==> src/hw/rtl/gcr_telemetry_decoder_defines.svh <==
// ----------------------------------------------------------------------------
// gcr_telemetry_decoder_defines
// Assertion macros shared by the telemetry decoder RTL.
// ----------------------------------------------------------------------------
`ifndef GCR_TELEMETRY_DECODER_DEFINES_SVH
`define GCR_TELEMETRY_DECODER_DEFINES_SVH

// Same-cycle implication, sampled on i_clk, off during reset.
`define GCR_ASSERT_SAME(lbl, ante, cons) \
    lbl: assert property (@(posedge i_clk) disable iff (!i_rst_n) (ante) |-> (cons)) \
        else $error("gcr assertion failed");

// Next-cycle implication, sampled on i_clk, off during reset.
`define GCR_ASSERT_NEXT(lbl, ante, cons) \
    lbl: assert property (@(posedge i_clk) disable iff (!i_rst_n) (ante) |=> (cons)) \
        else $error("gcr assertion failed");

`endif

==> src/hw/rtl/gcr_pkg.sv <==
// ----------------------------------------------------------------------------
// gcr_pkg
// Types, constants and the GCR symbol table for the telemetry decoder.
// ----------------------------------------------------------------------------
`default_nettype none

package gcr_pkg;

    localparam int WIRE_W   = 21;
    localparam int GCR_W    = 20;
    localparam int PAY_W    = 16;
    localparam int CODE_W   = 12;
    localparam int PER_W    = 16;
    localparam int QUO_W    = 26;
    localparam int DIV_CELLS = QUO_W;

    localparam logic [QUO_W-1:0] ERPM_NUM = 26'd60000000;

    typedef enum logic [1:0] {
        ST_OK          = 2'd0,
        ST_BAD_SYMBOL  = 2'd1,
        ST_CRC_FAIL    = 2'd2,
        ST_ZERO_PERIOD = 2'd3
    } t_status;

    // Word moving along the divider chain.
    typedef struct packed {
        t_status            status;
        logic [PAY_W-1:0]   payload;
        logic [CODE_W-1:0]  period_code;
        logic [PER_W-1:0]   period;
        logic [PER_W-1:0]   rem;
        logic [QUO_W-1:0]   quo;
    } t_div_word;

    // Inverse GCR: {valid, nibble}.
    function automatic logic [4:0] sym_to_nib(input logic [4:0] sym);
        logic [4:0] res;
        case (sym)
            5'h09: res = {1'b1, 4'h9};
            5'h0A: res = {1'b1, 4'hA};
            5'h0B: res = {1'b1, 4'hB};
            5'h0D: res = {1'b1, 4'hD};
            5'h0E: res = {1'b1, 4'hE};
            5'h0F: res = {1'b1, 4'hF};
            5'h12: res = {1'b1, 4'h2};
            5'h13: res = {1'b1, 4'h3};
            5'h15: res = {1'b1, 4'h5};
            5'h16: res = {1'b1, 4'h6};
            5'h17: res = {1'b1, 4'h7};
            5'h19: res = {1'b1, 4'h0};
            5'h1A: res = {1'b1, 4'h8};
            5'h1B: res = {1'b1, 4'h1};
            5'h1D: res = {1'b1, 4'h4};
            5'h1E: res = {1'b1, 4'hC};
            default: res = 5'h00;
        endcase
        return res;
    endfunction

endpackage

`default_nettype wire

==> src/hw/rtl/gcr_front.sv <==
// ----------------------------------------------------------------------------
// gcr_front
// Decode stage: differential decode, inverse GCR, check, period expansion.
// ----------------------------------------------------------------------------
`default_nettype none

module gcr_front (
    input  wire logic                          i_clk,
    input  wire logic                          i_rst_n,
    input  wire logic                          i_valid,
    input  wire logic [gcr_pkg::WIRE_W-1:0]    i_wire_word,
    output logic                               o_ready,
    output logic                               o_valid,
    output gcr_pkg::t_div_word                 o_word,
    input  wire logic                          i_ready
);

    logic                       r_valid;
    gcr_pkg::t_div_word         r_word;
    gcr_pkg::t_div_word         n_word;

    logic [gcr_pkg::GCR_W-1:0]  gcr;
    logic [4:0]                 nib [4];
    logic                       sym_ok;
    logic [gcr_pkg::PAY_W-1:0]  pay;
    logic [3:0]                 chk;
    logic [gcr_pkg::CODE_W-1:0] code;
    logic [gcr_pkg::PER_W-1:0]  per;

    assign gcr = gcr_pkg::GCR_W'(i_wire_word ^ (i_wire_word >> 1));

    always_comb begin
        for (int k = 0; k < 4; k++) begin
            nib[k] = gcr_pkg::sym_to_nib(gcr[gcr_pkg::GCR_W-1-5*k -: 5]);
        end
        sym_ok = nib[0][4] & nib[1][4] & nib[2][4] & nib[3][4];
        pay    = {nib[0][3:0], nib[1][3:0], nib[2][3:0], nib[3][3:0]};
        chk    = nib[0][3:0] ^ nib[1][3:0] ^ nib[2][3:0] ^ nib[3][3:0];
        code   = pay[gcr_pkg::PAY_W-1 -: gcr_pkg::CODE_W];
        per    = gcr_pkg::PER_W'(code[8:0]) << code[11:9];

        n_word             = '0;
        if (!sym_ok) begin
            n_word.status = gcr_pkg::ST_BAD_SYMBOL;
        end else if (chk != 4'hF) begin
            n_word.status  = gcr_pkg::ST_CRC_FAIL;
            n_word.payload = pay;
        end else if (per == '0) begin
            n_word.status      = gcr_pkg::ST_ZERO_PERIOD;
            n_word.payload     = pay;
            n_word.period_code = code;
        end else begin
            n_word.status      = gcr_pkg::ST_OK;
            n_word.payload     = pay;
            n_word.period_code = code;
            n_word.period      = per;
        end
    end

    assign o_ready = !r_valid || i_ready;

    always_ff @(posedge i_clk) begin
        if (!i_rst_n) begin
            r_valid <= 1'b0;
        end else if (o_ready) begin
            r_valid <= i_valid;
        end
        if (o_ready && i_valid) begin
            r_word <= n_word;
        end
    end

    assign o_valid = r_valid;
    assign o_word  = r_word;

endmodule

`default_nettype wire

==> src/hw/rtl/gcr_div_cell.sv <==
// ----------------------------------------------------------------------------
// gcr_div_cell
// One restoring-division step: one eRPM quotient bit per cell.
// ----------------------------------------------------------------------------
`default_nettype none

module gcr_div_cell (
    input  wire logic                i_clk,
    input  wire logic                i_rst_n,
    input  wire logic                i_num_bit,
    input  wire logic                i_valid,
    input  wire gcr_pkg::t_div_word  i_word,
    output logic                     o_ready,
    output logic                     o_valid,
    output gcr_pkg::t_div_word       o_word,
    input  wire logic                i_ready
);

    logic                          r_valid;
    gcr_pkg::t_div_word            r_word;
    gcr_pkg::t_div_word            n_word;
    logic [gcr_pkg::PER_W:0]       trial;
    logic [gcr_pkg::PER_W:0]       diff;
    logic                          ge;

    // Shift in the next numerator bit, subtract the divisor if it fits.
    always_comb begin
        trial  = {i_word.rem, i_num_bit};
        diff   = trial - {1'b0, i_word.period};
        ge     = trial >= {1'b0, i_word.period};
        n_word = i_word;
        n_word.rem = ge ? diff[gcr_pkg::PER_W-1:0] : trial[gcr_pkg::PER_W-1:0];
        n_word.quo = {i_word.quo[gcr_pkg::QUO_W-2:0], ge};
    end

    assign o_ready = !r_valid || i_ready;

    always_ff @(posedge i_clk) begin
        if (!i_rst_n) begin
            r_valid <= 1'b0;
        end else if (o_ready) begin
            r_valid <= i_valid;
        end
        if (o_ready && i_valid) begin
            r_word <= n_word;
        end
    end

    assign o_valid = r_valid;
    assign o_word  = r_word;

endmodule

`default_nettype wire

==> src/hw/rtl/gcr_telemetry_decoder.sv <==
// ----------------------------------------------------------------------------
// gcr_telemetry_decoder
// Bidirectional DShot GCR telemetry decoder with a pipelined eRPM divider.
// ----------------------------------------------------------------------------
// Takes one 21-bit received telemetry word per cycle while o_stall is low
// and returns one result word per input word, in order. The pipe is one
// decode stage (differential decode, inverse GCR lookup, nibble check and
// period expansion) followed by a chain of 26 divider cells, each producing
// one bit of eRPM = 60000000 / period. The last cell's register is the
// output register. Every stage holds its word while the stage after it is
// full and stalled, and takes a new word as soon as it empties, so gaps in the
// pipe close up while the output is stalled. Status: ok, invalid symbol
// (all other fields zero), CRC fail (payload only), zero period (payload and
// period code only). The start bit is not checked.
// ----------------------------------------------------------------------------
`default_nettype none

`include "gcr_telemetry_decoder_defines.svh"

module gcr_telemetry_decoder (
    input  wire logic                          i_clk,
    input  wire logic                          i_rst_n,
    // input word channel
    input  wire logic                          i_valid,
    input  wire logic [gcr_pkg::WIRE_W-1:0]    i_wire_word,
    output logic                               o_stall,
    // result word channel
    output logic                               o_valid,
    input  wire logic                          i_stall,
    output logic [1:0]                         o_status,
    output logic [gcr_pkg::PAY_W-1:0]          o_payload,
    output logic [gcr_pkg::CODE_W-1:0]         o_period_code,
    output logic [gcr_pkg::PER_W-1:0]          o_period,
    output logic [gcr_pkg::QUO_W-1:0]          o_erpm
);

    // Stage k feeds divider cell k; stage DIV_CELLS is the output register.
    logic               stg_valid [gcr_pkg::DIV_CELLS+1];
    logic               stg_ready [gcr_pkg::DIV_CELLS+1];
    gcr_pkg::t_div_word stg_word  [gcr_pkg::DIV_CELLS+1];
    logic               front_ready;

    gcr_front u_front (
        .i_clk       (i_clk),
        .i_rst_n     (i_rst_n),
        .i_valid     (i_valid),
        .i_wire_word (i_wire_word),
        .o_ready     (front_ready),
        .o_valid     (stg_valid[0]),
        .o_word      (stg_word[0]),
        .i_ready     (stg_ready[0])
    );

    // Cell k resolves quotient bit (QUO_W-1-k), most significant first.
    for (genvar k = 0; k < gcr_pkg::DIV_CELLS; k++) begin : g_cell
        gcr_div_cell u_cell (
            .i_clk     (i_clk),
            .i_rst_n   (i_rst_n),
            .i_num_bit (gcr_pkg::ERPM_NUM[5'(gcr_pkg::QUO_W-1-k)]),
            .i_valid   (stg_valid[k]),
            .i_word    (stg_word[k]),
            .o_ready   (stg_ready[k]),
            .o_valid   (stg_valid[k+1]),
            .o_word    (stg_word[k+1]),
            .i_ready   (stg_ready[k+1])
        );
    end

    // The downstream side drains the output register.
    assign stg_ready[gcr_pkg::DIV_CELLS] = !i_stall;
    assign o_stall                       = !front_ready;

    // Drive result fields from the last cell; eRPM is only meaningful when ok.
    assign o_valid       = stg_valid[gcr_pkg::DIV_CELLS];
    assign o_status      = stg_word[gcr_pkg::DIV_CELLS].status;
    assign o_payload     = stg_word[gcr_pkg::DIV_CELLS].payload;
    assign o_period_code = stg_word[gcr_pkg::DIV_CELLS].period_code;
    assign o_period      = stg_word[gcr_pkg::DIV_CELLS].period;
    assign o_erpm        = (stg_word[gcr_pkg::DIV_CELLS].status == gcr_pkg::ST_OK)
                         ? stg_word[gcr_pkg::DIV_CELLS].quo : '0;

    // An accepted input word lands in the decode stage.
    `GCR_ASSERT_NEXT(a_accept_lands, i_valid && !o_stall, stg_valid[0])
    // A good result always carries a nonzero period and eRPM.
    `GCR_ASSERT_SAME(a_ok_nonzero,
        o_valid && o_status == gcr_pkg::ST_OK, o_period != '0 && o_erpm != '0)
    // An invalid symbol clears every other field.
    `GCR_ASSERT_SAME(a_bad_symbol_zero,
        o_valid && o_status == gcr_pkg::ST_BAD_SYMBOL,
        o_payload == '0 && o_period_code == '0 && o_period == '0 && o_erpm == '0)
    // A zero period keeps the period code with a zero mantissa.
    `GCR_ASSERT_SAME(a_zero_period_code,
        o_valid && o_status == gcr_pkg::ST_ZERO_PERIOD,
        o_period_code[8:0] == '0 && o_period == '0 && o_erpm == '0)

endmodule

`default_nettype wire

==> config.mk <==
export PLATFORM = sky130hd
export DESIGN_NAME = gcr_telemetry_decoder
export DESIGN_NICKNAME = d
export VERILOG_FILES = /design/src/hw/rtl/gcr_pkg.sv /design/src/hw/rtl/gcr_front.sv /design/src/hw/rtl/gcr_div_cell.sv /design/src/hw/rtl/gcr_telemetry_decoder.sv
export VERILOG_INCLUDE_DIRS = /design/src /design/src/hw/rtl
export SDC_FILE = /design/constraint.sdc
export NUM_CORES = 1
export LEC_CHECK = 0
export BUFFER_PORTS_ARGS = -buffer_cell sky130_fd_sc_hd__buf_2
export CORE_MARGIN = 3
export CORE_UTILIZATION = 60
export DETAILED_ROUTE_END_ITERATION = 10
export GPL_ROUTABILITY_DRIVEN = 0
export PLACE_DENSITY = 0.87
export SLEW_MARGIN = 10
export SYNTH_ARGS = -nofsm -noshare
export SYNTH_HDL_FRONTEND = slang
export SYNTH_SLANG_ARGS = --single-unit
==> constraint.sdc <==
create_clock -name i_clk -period 6.45 [get_ports i_clk]
set_input_delay 0.3225 -clock i_clk [delete_from_list [all_inputs] [get_ports i_clk]]
set_output_delay 0.3225 -clock i_clk [all_outputs]
set_load 0.1 [all_outputs]
==> key figures <==
Timing
  – # setup viols final: 0
  – Fin worst setup slack: 1.84 ns
  – Period utilisation layout: 0.715
  – Setup_tns: 0 ns
  – RSZ-0062 raised after global routing: no
  – Max Fclk: 217 MHz
  – Min Tclk post-route: 4.61 ns
  – Fin. Hold Viols: 0
  – Relative slew slack: 0.130
  – Clock skew: 0.0315 ns
  – Slew @ Worst Pin: 1.29 ns
  – Max-slew violation count: 0

Worst setup path
  – Critical path, cell by cell: nand4_1 -> nor3_1 -> and4_1 -> and4_1 -> nand4_1 -> nor2_1 -> and3_1 -> buf_2
  – Worst reg2reg setup slack: 2.68 ns
  – Delay-heaviest family, CP: simple AND/OR/NAND/NOR gates
  – Worst path max stage delay: 0.54 ns
  – Worst R2R Start: g_cell[22].u_cell.o_valid
  – Critical Path End Type: output pin
  – Worst setup SP type: flip-flop
  – Worst Path Class, Setup: flip-flop to output pin
  – Reg2reg end: u_front.o_word[71]
  – Crit path required time: 6.13 ns
  – WP data arrival: 4.29 ns
  – Worst-path maximum fanout: 5
  – Worst path slowest cell: nor3_1
  – Reg2reg path depth: 8
  – WP buf/inv: 1

Clocking
  – CTS Hold Bufs: 1
  – Clk root buf: clkbuf_16
  – TritonCTS buffer count: 109
  – Clock tree sinks: 1269
  – Total setup buffers inserted after CTS: 0
  – H-tree levels: 3
  – Worst-Skew Late Latency: 0.66 ns
  – TritonCTS clock tree: yes
  – Post_cts resized: 0
  – Max Root-Sink Buffers: 3
  – Reg clk slew, reported paths: 0.06 ns

Job
  – Max-Cap Viols: 0

Layout
  – Filler Cells Inserted: 3757
  – Share of cells above drive strength 1: 0.147
  – Area of the multi-input gates: 2940 sq um
  – Final #Nets: 1950
  – Area Growth Syn to Fin: 12.8%
  – Final instance area: 46200 sq um
  – N_diodes: 0
  – Register area: 37800 sq um

Synthesis
  – FFs w/ async S/R, synth: 0
  – Synthesized area per cell: 23.5 sq um
  – Synthesis-stage register bit count: 1269
  – Count of cell types in the netlist: 76
  – Yosys warning count: 0
  – Post-synth EDFFs: 1242
  – Top_reg_cell synth: edfxtp_1
  – Post-Syn Area: 40900 sq um
  – Post-Syn Instances: 1744
  – Register area share after synthesis: 0.925

Drt
  – Vias per cell: 5.56
  – 1st-iter DRT viols: 1161
  – DRC: 0
  – WL final: 63.6 mm
  – Pre-antenna DRT Iters: 6
  – WL per Instance: 22.1 um
  – Vias: 16000
  – Routed Antenna Nets: 0

Place
  – Post-DP HPWL: 32.2 mm
  – Post-DP Area: 42400 sq um
  – Input/output buffers: 72
  – Pre-CTS setup slack: 1.90 ns

Global route
  – Initial antenna violation count: 0
  – GRT overflow: 0
  – Largest net degree at the start of global routing: 47
  – GR Util All Layers: 0.176
  – First-pass GRT wire length: 95.5 mm
  – Vias in the first global route: 16800

Power
  – PwrDens: 343 nW/um^2
  – Peak supply drop: 211 uV
  – Static Leak: 14.7 nW

Floorplan
  – Core area: 67400 sq um
  – Std-Cell Rows: 95
  – Die height: 267 um
  – Die area: 71400 sq um
  – I/O Pins: 99
  – DIE WIDTH: 267 um
  – Initial core utilization: 0.607

Hold path
  – Worst Hold Endpoint: g_cell[25].u_cell.o_valid
  – Path type of the worst min-delay path: input port to flip-flop
  – WHS Path Cells: 3
  – Hold_sp: i_stall

Outcome
  – Outcome: finished, final reports clean
[tightest hold or removal path: stages]
cell	delay (ns)
buf_2	0.12
a21oi_1	0.08
nor2b_1	0.13
[kinds of logic (layout without fill, tap and decap cells)]
group / count (synthesis) / count (layout) / share of synthesized area
XOR/XNOR: 28 / 28 / 0.00618
flip-flops: 1269 / 1269 / 0.925
AND/OR/NAND/NOR: 212 / 212 / 0.0281
AO/OA/AOI/OAI: 131 / 131 / 0.0232
adder cells (fa/ha/maj): 12 / 12 / 0.00367
multiplexers: 11 / 11 / 0.00287
buffers and inverters: 80 / 312 / 0.0110
other: 1 / 26 / 0.0000917
[synth_stat cells, types with 16 or more instances]
library cell,count,share of area
edfxtp_1,1242,0.91
nor2_1,59,0.0054
nor2b_1,32,0.0049
buf_4,29,0.0053
dfxtp_1,27,0.013
a21oi_1,26,0.0032
nor3_1,25,0.0031
nand2_1,20,0.0018
inv_1,17,0.0016
o21a_1,17,0.0031
o21ai_0,17,0.0021
xnor2_1,16,0.0034
[worst max-delay path by stage]
stage | start | to | cells past startpoint
3_5_place_dp | i_wire_word[15] | u_front.o_word[52] | 12
5_1_grt | g_cell[22].u_cell.o_valid | o_stall | 8
6_report | g_cell[22].u_cell.o_valid | o_stall | 8
2_1_floorplan | g_cell[25].u_cell.o_valid | g_cell[0].u_cell.o_word[42] | 7
4_1_cts | g_cell[22].u_cell.o_valid | o_stall | 8
3_3_place_gp | i_wire_word[15] | u_front.o_word[55] | 12
[registers in the layout, indices dropped and copies added, names as in the netlist]
name / count
g_cell.u_cell.o_word: 1196
u_front.o_word: 46
g_cell.u_cell.o_valid: 26
u_front.o_valid: 1
[per-stage QoR]
stage	total power, mW	instances	hold WS, ns	util
3_3_place_gp	9.45	2662	0.400	0.629
4_1_cts	15.9	2862	0.00464	0.681
5_1_grt	16.3	2874	0.0455	0.685
6_report	15.8	2874	0.0492	0.685
3_5_place_dp	9.48	2662	0.405	0.629
2_1_floorplan	9.43	1769	0.400	-
[power breakdown]
group	total [mW]	switching (mW)	internal (mW)
logic	0.364	0.267	0.0969
registers	8.96	0.0107	8.95
clock network	6.50	2.86	3.64
[per-layer routing]
| layer | track usage | up-vias | part of all wire | routed length (um) |
|---|---|---|---|---|
| li1 | - | 7146 | - | - |
| met1 | 0.185 | 8015 | 0.33 | 21200 |
| met2 | 0.346 | 618 | 0.59 | 37200 |
| met3 | 0.0335 | 206 | 0.046 | 2920 |
| met4 | 0.0646 | 0 | 0.035 | 2210 |
| met5 | 0 | - | 0 | 0 |
[cell usage in the layout (no fill, tap or decap), types with 12 or more instances in the layout]
| cell type | count |
|---|---|
| a21oi_1 | 25 |
| buf_12 | 12 |
| buf_2 | 72 |
| clkbuf_1 | 23 |
| clkbuf_16 | 113 |
| clkinv_1 | 21 |
| clkinv_2 | 14 |
| conb_1 | 26 |
| dfxtp_1 | 27 |
| edfxtp_1 | 1242 |
| ha_1 | 12 |
| inv_1 | 17 |
| nand2_1 | 20 |
| nand2b_1 | 13 |
| nor2_1 | 59 |
| nor2b_1 | 19 |
| nor2b_4 | 13 |
| nor3_1 | 25 |
| o21a_1 | 16 |
| o21ai_0 | 17 |
| xnor2_1 | 16 |
[area by class of cell]
cell class / count / share of cell area
Clock buffer: 142 / 0.0649
Clock inverter: 57 / 0.0117
Sequential cell: 1269 / 0.820
Timing Repair Buffer: 96 / 0.0150
Multi-Input combinational cell: 420 / 0.0637
Inverter: 17 / 0.00138
Tap cell: 873 / 0.0237
Note: power is estimated with default switching activity, not from simulation.
